==> config.mk <==
export PLATFORM = sky130hd
export DESIGN_NAME = kruskal_mst_engine
export DESIGN_NICKNAME = d
export VERILOG_FILES = /design/src/sv/kmst_pkg.sv /design/src/sv/kmst_ram.sv /design/src/sv/kruskal_mst_engine.sv
export SDC_FILE = /design/constraint.sdc
export NUM_CORES = 2
export LEC_CHECK = 0
export BUFFER_PORTS_ARGS = -buffer_cell sky130_fd_sc_hd__buf_2
export CORE_MARGIN = 4
export CORE_UTILIZATION = 40
export CTS_CLUSTER_DIAMETER = 120
export DETAILED_ROUTE_END_ITERATION = 10
export SLEW_MARGIN = 25
export SYNTH_ARGS = -nofsm -noshare
export SYNTH_HDL_FRONTEND = slang
export SYNTH_HIERARCHICAL = 1
export SYNTH_SLANG_ARGS = --single-unit
export TNS_END_PERCENT = 1
==> constraint.sdc <==
create_clock -name clk -period 15.27 [get_ports clk]
set_input_delay 3.054 -clock clk [delete_from_list [all_inputs] [get_ports clk]]
set_output_delay 3.054 -clock clk [all_outputs]
set_load 0.005 [all_outputs]
==> src/sv/kmst_pkg.sv <==
// ----------------------------------------------------------------------------
// kmst_pkg
// shared constants and helpers of the kruskal spanning tree engine
// ----------------------------------------------------------------------------
package kmst_pkg;

	localparam int DefMaxEdges    = 64;
	localparam int DefMaxVertices = 32;
	localparam int VtxW           = 5;
	localparam int WgtW           = 16;
	localparam int CostW          = 22;
	localparam int RankW          = 3;
	localparam int EdgeW          = 2 * VtxW + WgtW;

	localparam logic signed [CostW-1:0] CostMax = {1'b0, {(CostW-1){1'b1}}};
	localparam logic signed [CostW-1:0] CostMin = {1'b1, {(CostW-1){1'b0}}};
	localparam logic [RankW-1:0]        RankMax = {RankW{1'b1}};

	// x goes strictly before y: weight, then first vertex
	function automatic logic edge_before(input logic [EdgeW-1:0] x, input logic [EdgeW-1:0] y);
		logic signed [WgtW-1:0] wx;
		logic signed [WgtW-1:0] wy;
		wx = x[WgtW-1:0];
		wy = y[WgtW-1:0];
		if (wx != wy)
			return wx < wy;
		return x[EdgeW-1 -: VtxW] < y[EdgeW-1 -: VtxW];
	endfunction

	// saturating add of a weight to the running cost
	function automatic logic [CostW-1:0] cost_add(input logic [CostW-1:0] c,
			input logic [WgtW-1:0] w);
		logic signed [CostW:0] s;
		s = $signed({c[CostW-1], c}) + $signed({{(CostW+1-WgtW){w[WgtW-1]}}, w});
		if (s > $signed({1'b0, CostMax}))
			return CostMax;
		if (s < $signed({1'b1, CostMin}))
			return CostMin;
		return s[CostW-1:0];
	endfunction

endpackage

==> src/sv/kmst_ram.sv <==
// ----------------------------------------------------------------------------
// kmst_ram
// generic single port ram with registered read
// ----------------------------------------------------------------------------
module kmst_ram #(
	parameter int Width = 8,
	parameter int Depth = 16
) (
	input  logic                     clk,
	input  logic                     we,
	input  logic [$clog2(Depth)-1:0] addr,
	input  logic [Width-1:0]         wdata,
	output logic [Width-1:0]         rdata
);
	logic [Width-1:0] mem_q [Depth];

	always_ff @(posedge clk) begin
		if (we)
			mem_q[addr] <= wdata;
		rdata <= mem_q[addr];
	end
endmodule

==> src/sv/kruskal_mst_engine.sv <==
// ----------------------------------------------------------------------------
// kruskal_mst_engine
// loads weighted edges, sorts them, and runs union-find over them in order
// ----------------------------------------------------------------------------
// usage:
//   a request (vertex_a, vertex_b, edge_weight, last_edge) is taken on a
//   rising edge with start high and busy low. a taken edge is stored in
//   the edge ram; edges beyond MAX_EDGES are dropped. a request with
//   last_edge set closes the graph: busy rises, the stored edges are
//   sorted with an insertion sort over an index ram, then the sets are
//   cleared and each sorted edge is walked: its index and edge are
//   fetched, each endpoint is found by following parent links through
//   the shared set ram, then differing roots are joined and the result is
//   emitted. every stored edge gives one result with out_valid high for
//   one cycle; the receiver cannot stall. last_result marks the final
//   one, after which busy falls and the next edge opens a new graph.
//   find does no path compression; results do not depend on it.
//   reset clears the edge count and the control state; the set store is
//   cleared by the sweep that starts every walk.
// ----------------------------------------------------------------------------
module kruskal_mst_engine
	import kmst_pkg::*;
#(
	parameter int MAX_EDGES    = DefMaxEdges,
	parameter int MAX_VERTICES = DefMaxVertices
) (
	input  logic                    clk,
	input  logic                    arst_n,
	input  logic                    start,
	output logic                    busy,
	input  logic [VtxW-1:0]         vertex_a,
	input  logic [VtxW-1:0]         vertex_b,
	input  logic signed [WgtW-1:0]  edge_weight,
	input  logic                    last_edge,
	output logic                    out_valid,
	output logic [VtxW-1:0]         out_vertex_a,
	output logic [VtxW-1:0]         out_vertex_b,
	output logic signed [WgtW-1:0]  out_weight,
	output logic                    in_tree,
	output logic signed [CostW-1:0] running_cost,
	output logic                    last_result
);
	localparam int EA = (MAX_EDGES > 1) ? $clog2(MAX_EDGES) : 1;
	localparam int CW = $clog2(MAX_EDGES + 1);
	localparam int VA = (MAX_VERTICES > 1) ? $clog2(MAX_VERTICES) : 1;
	localparam int SetW = VA + RankW;

	typedef enum logic [13:0] {
		S_IDLE   = 14'b00000000000001,
		S_SRD    = 14'b00000000000010, // read cur edge
		S_SRD2   = 14'b00000000000100, // read order[j-1]
		S_SEDG   = 14'b00000000001000, // read edge of order[j-1]
		S_SCMP   = 14'b00000000010000,
		S_SPUT   = 14'b00000000100000,
		S_CLR    = 14'b00000001000000,
		S_WORD   = 14'b00000010000000, // read order[i]
		S_WEDG   = 14'b00000100000000, // read edge
		S_FA     = 14'b00001000000000, // find a
		S_FB     = 14'b00010000000000, // find b
		S_RK     = 14'b00100000000000, // read rank of root b
		S_JOIN   = 14'b01000000000000,
		S_EMIT   = 14'b10000000000000
	} state_t;

	state_t state_q;

	// edge ram
	logic             e_we;
	logic [EA-1:0]    e_addr;
	logic [EdgeW-1:0] e_wdata, e_rdata;
	// order ram
	logic             o_we;
	logic [EA-1:0]    o_addr;
	logic [EA-1:0]    o_wdata, o_rdata;
	// set ram: parent and rank
	logic             p_we;
	logic [VA-1:0]    p_addr;
	logic [SetW-1:0]  p_wdata, p_rdata;

	kmst_ram #(.Width(EdgeW), .Depth(MAX_EDGES)) u_edge (
		.clk(clk), .we(e_we), .addr(e_addr), .wdata(e_wdata), .rdata(e_rdata));
	kmst_ram #(.Width(EA), .Depth(MAX_EDGES)) u_order (
		.clk(clk), .we(o_we), .addr(o_addr), .wdata(o_wdata), .rdata(o_rdata));
	kmst_ram #(.Width(SetW), .Depth(MAX_VERTICES)) u_set (
		.clk(clk), .we(p_we), .addr(p_addr), .wdata(p_wdata), .rdata(p_rdata));

	logic [CW-1:0]    count_q;   // stored edges
	logic [CW-1:0]    i_q;       // outer index
	logic [CW-1:0]    j_q;       // insertion slot
	logic [EA-1:0]    prev_q;    // order[j-1]
	logic [EdgeW-1:0] cur_q;     // edge being inserted / walked
	logic [VA-1:0]    node_q;    // find pointer / clear index
	logic             wait_q;    // ram read in flight
	logic [VA-1:0]    ra_q, rb_q;
	logic [RankW-1:0] rka_q;
	logic             join_q;
	logic             rk_eq_q;   // roots of equal rank
	logic [CostW-1:0] cost_q;

	logic accept;
	assign accept = start && !busy;
	assign busy   = (state_q != S_IDLE);

	// endpoint to set index, as a constant table over all vertex codes
	function automatic logic [VA-1:0] vmod(input logic [VtxW-1:0] v);
		logic [VA-1:0] r;
		r = '0;
		for (int k = 0; k < (1 << VtxW); k++)
			if (32'(v) == k)
				r = VA'(k % MAX_VERTICES);
		return r;
	endfunction

	// ram port muxing
	always_comb begin
		e_we    = 1'b0;
		e_addr  = i_q[EA-1:0];
		e_wdata = {vertex_a, vertex_b, edge_weight};
		o_we    = 1'b0;
		o_addr  = i_q[EA-1:0];
		o_wdata = i_q[EA-1:0];
		p_we    = 1'b0;
		p_addr  = node_q;
		p_wdata = {node_q, {RankW{1'b0}}};
		unique case (state_q)
			S_IDLE: begin
				e_we   = accept && (32'(count_q) < MAX_EDGES);
				e_addr = count_q[EA-1:0];
			end
			S_SRD:  e_addr = i_q[EA-1:0];
			S_SRD2: o_addr = EA'(j_q - CW'(1));
			S_SEDG: e_addr = prev_q;
			S_SCMP: e_addr = prev_q;
			S_SPUT: begin
				o_we   = 1'b1;
				o_addr = j_q[EA-1:0];
				o_wdata = (j_q != '0 && edge_before(cur_q, e_rdata)) ? prev_q : i_q[EA-1:0];
			end
			S_CLR:  p_we = 1'b1;
			S_WORD: o_addr = i_q[EA-1:0];
			S_WEDG: e_addr = o_rdata;
			S_FA, S_FB, S_RK: p_addr = node_q;
			S_JOIN: begin
				p_we = join_q;
				if (rka_q > p_rdata[RankW-1:0]) begin
					p_addr  = rb_q;
					p_wdata = {ra_q, p_rdata[RankW-1:0]};
				end else if (rka_q < p_rdata[RankW-1:0]) begin
					p_addr  = ra_q;
					p_wdata = {rb_q, rka_q};
				end else begin
					p_addr  = rb_q;
					p_wdata = {ra_q, p_rdata[RankW-1:0]};
				end
			end
			S_EMIT: begin
				// equal-rank case: bump rank of root a
				p_we    = join_q && rk_eq_q && (rka_q != RankMax);
				p_addr  = ra_q;
				p_wdata = {ra_q, rka_q + RankW'(1)};
			end
			default: ;
		endcase
	end

	always_ff @(posedge clk or negedge arst_n) begin
		if (!arst_n) begin
			state_q   <= S_IDLE;
			count_q   <= '0;
			out_valid <= 1'b0;
			wait_q    <= 1'b0;
			cost_q    <= '0;
		end else begin
			out_valid <= 1'b0;
			unique case (state_q)
				S_IDLE: begin
					if (accept) begin
						count_q <= (32'(count_q) < MAX_EDGES) ? count_q + CW'(1) : count_q;
						if (last_edge) begin
							i_q     <= '0;
							state_q <= S_SRD;
						end
					end
				end
				S_SRD: begin
					// insertion of edge i starts with j = i
					j_q <= i_q;
					if (i_q == count_q) begin
						node_q  <= '0;
						state_q <= S_CLR;
					end else if (!wait_q) begin
						wait_q <= 1'b1;
					end else begin
						wait_q  <= 1'b0;
						cur_q   <= e_rdata;
						state_q <= (i_q == '0) ? S_SPUT : S_SRD2;
					end
				end
				S_SRD2: begin
					if (!wait_q) wait_q <= 1'b1;
					else begin
						wait_q  <= 1'b0;
						prev_q  <= o_rdata;
						state_q <= S_SEDG;
					end
				end
				S_SEDG: state_q <= S_SCMP;
				S_SCMP: state_q <= S_SPUT;
				S_SPUT: begin
					if (j_q != '0 && edge_before(cur_q, e_rdata)) begin
						j_q     <= j_q - CW'(1);
						state_q <= (j_q == CW'(1)) ? S_SPUT : S_SRD2;
					end else begin
						i_q     <= i_q + CW'(1);
						state_q <= S_SRD;
					end
				end
				S_CLR: begin
					node_q <= node_q + VA'(1);
					if (32'(node_q) == MAX_VERTICES - 1) begin
						i_q     <= '0;
						cost_q  <= '0;
						state_q <= (count_q == '0) ? S_IDLE : S_WORD;
					end
				end
				S_WORD: begin
					if (!wait_q) wait_q <= 1'b1;
					else begin
						wait_q  <= 1'b0;
						state_q <= S_WEDG;
					end
				end
				S_WEDG: begin
					if (!wait_q) wait_q <= 1'b1;
					else begin
						wait_q  <= 1'b0;
						cur_q   <= e_rdata;
						node_q  <= vmod(e_rdata[EdgeW-1 -: VtxW]);
						state_q <= S_FA;
					end
				end
				S_FA: begin
					if (!wait_q) wait_q <= 1'b1;
					else if (p_rdata[SetW-1 -: VA] != node_q) begin
						wait_q <= 1'b0;
						node_q <= p_rdata[SetW-1 -: VA];
					end else begin
						wait_q  <= 1'b0;
						ra_q    <= node_q;
						rka_q   <= p_rdata[RankW-1:0];
						node_q  <= vmod(cur_q[EdgeW-VtxW-1 -: VtxW]);
						state_q <= S_FB;
					end
				end
				S_FB: begin
					if (!wait_q) wait_q <= 1'b1;
					else if (p_rdata[SetW-1 -: VA] != node_q) begin
						wait_q <= 1'b0;
						node_q <= p_rdata[SetW-1 -: VA];
					end else begin
						wait_q  <= 1'b0;
						rb_q    <= node_q;
						join_q  <= (node_q != ra_q);
						state_q <= S_RK;
					end
				end
				S_RK: state_q <= S_JOIN; // rank of root b now on p_rdata
				S_JOIN: begin
					if (join_q)
						cost_q <= cost_add(cost_q, cur_q[WgtW-1:0]);
					rk_eq_q <= (rka_q == p_rdata[RankW-1:0]);
					state_q <= S_EMIT;
				end
				S_EMIT: begin
					out_valid <= 1'b1;
					i_q <= i_q + CW'(1);
					if (i_q + CW'(1) == count_q) begin
						count_q <= '0;
						state_q <= S_IDLE;
					end else
						state_q <= S_WORD;
				end
				default: state_q <= S_IDLE;
			endcase
		end
	end

	// result registers, loaded with the strobe
	always_ff @(posedge clk) begin
		if (state_q == S_EMIT) begin
			out_vertex_a <= cur_q[EdgeW-1 -: VtxW];
			out_vertex_b <= cur_q[EdgeW-VtxW-1 -: VtxW];
			out_weight   <= cur_q[WgtW-1:0];
			in_tree      <= join_q;
			running_cost <= cost_q;
			last_result  <= (i_q + CW'(1) == count_q);
		end
	end
endmodule

# Word-level counts from Yosys, hierarchy flattened
# Memories as Yosys holds them, arrays and structs flattened. A register that Yosys moved wholly into a read port is not among the register bits.
# Cells that the tools add are included.
[classes]
mux = 143
bitwise_logic = 1
n_eq_ne = 105
addsub = 6
reduce_logical = 30
magnitude_cmp = 7
[op_table]
columns = ["cell", "count"]
rows = [
  ["$mux 5", 68],
  ["$pmux 14 s14", 1],
  ["$mux 14", 12],
  ["$eq 5x5->1 const B", 33],
  ["$mux 22", 6],
  ["$eq 5x4->1 const B", 16],
  ["$mux 7", 8],
  ["$mux 26", 2],
  ["$pmux 26 s2", 1],
  ["$pmux 22 s2", 1],
  ["$eq 5x3->1 const B", 8],
  ["$ne 2x2->1 const B", 18],
  ["$mux 8", 4],
  ["$mux 6", 5],
  ["$pmux 7 s2", 2],
  ["$pmux 7 s4", 1],
  ["$mux 1", 25],
  ["$pmux 5 s5", 1],
  ["$add 22x16->23", 1],
  ["$gt 23x22->1 const B", 1],
  ["$lt 23x22->1 const B", 1],
  ["$eq 5x2->1 const B", 4],
  ["$pmux 6 s3", 1],
  ["$lt 16x16->1", 1],
  ["other kinds (51)", 71],
]
[word_totals]
ramBits = 2304
out_inout_bits = 52
mem_count = 3
elab_cells = 316
register_bits = 161
[memory_table]
columns = ["memory", "words", "word_bits", "read_ports", "rd_clocked_by_memory_dff", "wr", "line_no", "text"]
rows = [
  ["u_edge.mem_q", 64, 26, 1, 1, 1, "kmst_ram.sv:15", "logic [Width-1:0] mem_q [Depth];"],
  ["u_order.mem_q", 64, 6, 1, 1, 1, "kmst_ram.sv:15", ""],
  ["u_set.mem_q", 32, 8, 1, 1, 1, "kmst_ram.sv:15", ""],
]

# Depth between registers and ports, before layout
[logic_depth]
word_depth = 35
ltp_mapped = 20
depth_no_buf = 13

# By module
# Netlist, hierarchy kept.
[by_module_without_submodules]
columns = ["mod", "seq_area_each_um2", "cells_per_inst", "area_each_um2", "n_inst"]
rows = [
  ["kmst_ram at u_edge", 50488.4, 3553, 64134.0, 1],
  ["kmst_ram at u_order", 11651.2, 923, 15265.9, 1],
  ["kmst_ram at u_set", 7847.5, 576, 10206.0, 1],
  ["kruskal_mst_engine", 4610.7, 834, 9026.2, 1],
]

# Worst setup path after synthesis
# OpenSTA, ideal clock, no wires.
[synth_path]
path_kind = "register to register"
startpoint = "register state_q[4]"
endpoint = "memory u_set.mem_q[96][0], in the netlist u_set/mem_q[24][0] (enable)"
setup_slack_ns = 9.269
stages_incl_launch_ff = 11
period_less_slack_ns = 6.001
setup_time_ns = 0.383
t_arrival_ns = 5.617
n_path_buf = 2
cell_sequence = "dfrtp_1 nor4_4 nand4_1 nor3b_2 nor2_1 a22oi_1 nand2_1 clkbuf_1 or3b_2 clkbuf_1 nor3_1"
[synth_between]
elab_cells_between_ends = 7
cone_classes = "eq/ne: 3; mux: 4"
[synth_lines]
columns = ["item", "line_no", "text"]
rows = [
  ["start, declared", "kruskal_mst_engine.sv:65", "state_t state_q;"],
  ["start signal, assigned", "kruskal_mst_engine.sv:196", "state_q <= (i_q == '0) ? S_SPUT : S_SRD2;"],
  ["start signal, assigned", "kruskal_mst_engine.sv:212", "state_q <= (j_q == CW'(1)) ? S_SPUT : S_SRD2;"],
  ["start signal, assigned", "kruskal_mst_engine.sv:223", "state_q <= (count_q == '0) ? S_IDLE : S_WORD;"],
  ["$eq 14x14->1 / $eq 14x13->1 (equally long branches)", "kruskal_mst_engine.sv:125", "unique case (state_q)"],
  ["$pmux 5 s2 *", "kruskal_mst_engine.sv:125", ""],
  ["via p_addr[0]", "kruskal_mst_engine.sv:77", "logic [VA-1:0] p_addr;"],
  ["end, declared", "kmst_ram.sv:15", ""],
]
# Mark *: on every way through the listed nets, which the timed path passes. The rest lies on a longest branch.

# Worst setup path after layout
[layout_path]
startpoint = "register state_q[1]"
endpoint = "register u_edge.rdata[9], read port of u_edge.mem_q"
[layout_between]
elab_chain_cells = 3
elab_cells_between_ends = 6
cone_classes = "eq/ne: 4; mux: 1; reduce/logical: 1"
[layout_lines]
columns = ["item", "line_no", "text"]
rows = [
  ["$eq 14x5->1 / $eq 14x4->1 (equally long branches)", "kruskal_mst_engine.sv:125", ""],
  ["$reduce_or 2->1 (no source line)", "n/a", ""],
  ["$pmux 6 s3 *", "kruskal_mst_engine.sv:125", ""],
  ["via e_addr[1]", "kruskal_mst_engine.sv:69", "logic [EA-1:0] e_addr;"],
  ["end, declared", "kmst_ram.sv:13", "output logic [Width-1:0] rdata"],
]
# Marks and branches as above.
# A chain may end at the register's enable or synchronous reset.

==> summary.md <==
| Metric | Value |
|---|---|
| CTS root buffer | clkbuf_16 |
| Net switching power | 8.51 mW |
| Max_slew headroom | 10.6% |
| Post-DRT Antenna Nets | 0 |
| Layout cells sized above 1 | approximately 15% |
| Final setup viols | 0 |
| Post-cts hold buffer count | 0 |
| TritonCTS Buffers | about 280 |
| YS warnings | 6 |
| Sequential share of the synthesized area | about three quarters |
| Most used cell, CP | buf_4 |
| Global-route wire length before repair | just over 400 mm |
| Placed insts | 8975 |
| Crit. End Element | flop |
| CP peak stage delay | 0.87 ns |
| PortBufs | about 80 |
| Required @ worst endpoint | 16.03 ns |
| Placer Congestion | 0.864 |
| Max VDD drop | 199 µV |
| Unrepaired setup endpoints after global routing | no |
| GR Util All Layers | 21.8% |
| Hpwl dp | 171 mm |
| Power density cells | 201 nW/µm² |
| Vias | 58000 |
| Die H | 505 µm |
| Antenna violations before repair | 24 |
| CTS tree | built |
| First-pass DRT Iterations | 6 |
| Pleak | approximately 36 nW |
| Status | finished clean |
| Crit path max fanout | 74 |
| Post-synth EDFFs | around 2400 |
| Switching share of power | a little under two fifths |
| Skew final | 0.0583 ns |
| Syn Area/Cell | 16.8 µm² |
| Final TNS setup | 0 ns |
| Post-synthesis cell area | 98600 µm² |
| Clock Power Share | 28.1% |
| Final Critical Period | approximately 7.5 ns |
| Synth Instances | 5886 |
| CTS clk-pin slew, worst paths | 0.06 ns |
| Layout area overhead | 13.3% |
| Comb pwr share | 36.2% |
| Max cap viols | 0 |
| Clk Latency, worst-skew pair | 0.92 ns |
| Per-cell routed wire length | 30.3 µm |
| Starting Density | 40.1% |
| Highest clock rate | 134 MHz |
| DIE WIDTH | 505 µm |
| Core footprint | about 250000 µm² |
| Share of power burned in registers | 35.6% |
| Mapped Nets | 5972 |
| Final wirelength | between 200 and 300 mm |
| Power Internal | around 14 mW |
| Worst EP arrival | around 8.2 ns |
| Post-route cell area | roughly 110000 µm² |
| Clock tree buffer depth | 4 |
| First DRT Iteration DRCs | 8326 |
| Async set-reset flop share out of synthesis | 1.80% |
| Final worst path period share | between 40% and 50% |
| Fin. Hold Viols | 0 |
| Largest net degree at the start of global routing | 104 |
| Critical setup path kind | reg2reg |
| Crit path launch type | flop |
| Critical-path top delay cell | or4b_1 |
| Sequence of cells on the critical path | nor4_4 -> nand3_1 -> or4b_1 -> nand2_1 -> nor2_1 -> a21oi_4 -> buf_12 -> buf_4 -> buf_4 -> nor2b_4 -> buf_4 -> a221oi_1 -> o22ai_1 -> a22oi_1 -> or4b_1 |
| Area of the die | 255000 µm² |
| Vias per cell | 6.13 |
| Number of H-tree branching levels | 5 |
| Via count of the first global-routing pass | 55800 |
| Slew Viols, Final | 0 |
| Synth area leader | edfxtp_1 |
| Total gr overflow | 0 |
| Top cell type's share of synthesized area | 73.7% |
| Worst slew pin tran | 1.33 ns |
| Layout Cells excl Fill | 9460 |
| Post-synth top flop | edfxtp_1 |
| FP Rows | about 180 |
| Total power draw | 22.4 mW |
| I/O pin cnt | 82 |
| Post-Place Cell Area | slightly above 100000 µm² |
| # DRC | 0 |
| Min-delay worst type | reg2reg |
| # Post-CTS Setup Buffers | 0 |
| Netlist cell types | between 100 and 150 |
| Post-CTS Resized | 0 |
| Yosys reg bits | approximately 2500 |
| Nets | 6124 |
| CTS sink cnt | 2505 |
| Synth top area cells | edfxtp_1 (74%), mux2i_1 (4.0%), a221oi_1 (2.5%), a22oi_1 (2.2%), nor2_1 (1.2%) |
[per-stage QoR]
step / hold WS (ns) / setup WS [ns] / util [%]
after floorplan: 0.386 / 9.27 / -
after global placement: 0.450 / 8.11 / 41.9
after detailed placement: 0.446 / 7.85 / 42.0
after CTS: 0.459 / 7.85 / 45.5
after global routing: 0.467 / 7.64 / 45.5
final: 0.453 / 7.81 / 45.5
[path summary, 6_finish.rpt]
kind                                           endpoint  slack [ns]  depth (start not counted)                      from
worst max register to register  u_edge/rdata[9]$_DFF_P_        7.81                         15    state_q[1]$_DFFE_PN0P_
max in group asynchronous        state_q[9]$_DFFE_PN0P_       12.49                          2                    arst_n
worst min register to register      prev_q[4]$_DFFE_PP_        0.45                          0  u_order/rdata[4]$_DFF_P_
worst min-delay path                prev_q[4]$_DFFE_PP_        0.45                          0  u_order/rdata[4]$_DFF_P_
min in group asynchronous        cost_q[11]$_DFFE_PN0P_        2.28                          2                    arst_n
worst max-delay path            u_edge/rdata[9]$_DFF_P_        7.81                         15    state_q[1]$_DFFE_PN0P_
[cells in the mapped netlist (43+ instances only)]
cell / number
a21oi_1: 123
a221oi_1: 280
a22o_1: 47
a22oi_1: 284
buf_2: 156
clkbuf_1: 158
dfrtp_1: 44
edfxtp_1: 2420
ha_1: 55
inv_1: 51
mux2_2: 93
mux2i_1: 397
mux4_2: 50
nand2_1: 201
nand3_1: 60
nor2_1: 317
nor3_1: 69
o211ai_1: 43
o21ai_0: 192
o221ai_1: 45
o22ai_1: 179
[per-layer routing]
layer	vias up	wire length [µm]	track usage [%]
met2	3398	131000	33.5
li1	24300	-	-
met4	8	10500	7.87
met5	-	60	0
met3	557	29400	4.83
met1	29700	116000	30.7
[power groups by stage]
| stage | clock network, mW | logic [mW] | registers (mW) |
|---|---|---|---|
| after floorplan | 0 | 4.89 | 8.00 |
| after global placement | 0 | 7.91 | 8.14 |
| after detailed placement | 0 | 7.95 | 8.14 |
| after CTS | 6.40 | 7.97 | 8.00 |
| after global routing | 6.71 | 8.43 | 8.01 |
| final | 6.31 | 8.14 | 8.00 |
[worst max-delay path: cells and delay by family (launching register included)]
| kind | cells | cell delay [ns] |
|---|---|---|
| and+or+nand+nor | 7 | 2.46 |
| DFF | 1 | 0.46 |
| AOI/OAI and AO/OA | 4 | 1.65 |
| buffers and inverters | 4 | 2.35 |
[cell families (layout without fill, tap and decap cells)]
kind of cell	after synthesis	in the layout	share of synthesized area (%)
adder cells (fa/ha/maj)	60	60	0.759
XOR/XNOR	57	57	0.549
AO/OA/AOI/OAI	1390	1390	10.2
buffers and inverters	448	791	2.16
flip-flops	2505	2505	75.6
other	0	11	0
AND/OR/NAND/NOR	877	877	4.37
multiplexers	549	549	6.34
[placed cells by master, fill, tap and decap left out, drive strengths merged, types with 37 or more instances in the layout]
master,count
a211oi,37
a21oi,123
a221oi,282
a22o,47
a22oi,284
buf,264
clkbuf,343
clkinv,94
dfrtp,44
dfxtp,40
edfxtp,2420
ha,55
inv,65
mux2,102
mux2i,397
mux4,50
nand2,201
nand3,61
nor2,320
nor3,72
o211ai,43
o21ai,194
o221ai,46
o22ai,180
[flip-flops by register name (all words and copies together) (netlist names), 3 cells and up]
register	count
u_edge/mem_q	1664
u_order/mem_q	384
u_set/mem_q	256
cur_q	26
u_edge/rdata	26
cost_q	22
running_cost	22
out_weight	16
state_q	14
u_set/rdata	8
count_q	7
i_q	7
j_q	7
prev_q	6
u_order/rdata	6
node_q	5
out_vertex_a	5
out_vertex_b	5
ra_q	5
rb_q	5
rka_q	3
[final cells by class]
cell class | count | area (µm²)
antenna | 11 | 27.5
clock buffer | 343 | 7410
clock inverter | 128 | 1040
fill | 20900 | 134000
inverter | 56 | 211
multi-input combinational | 2933 | 22400
sequential | 2505 | 74600
tap | 3220 | 4030
timing repair buffer | 264 | 2060
No activity file was read; power rests on OpenSTA's default activity.
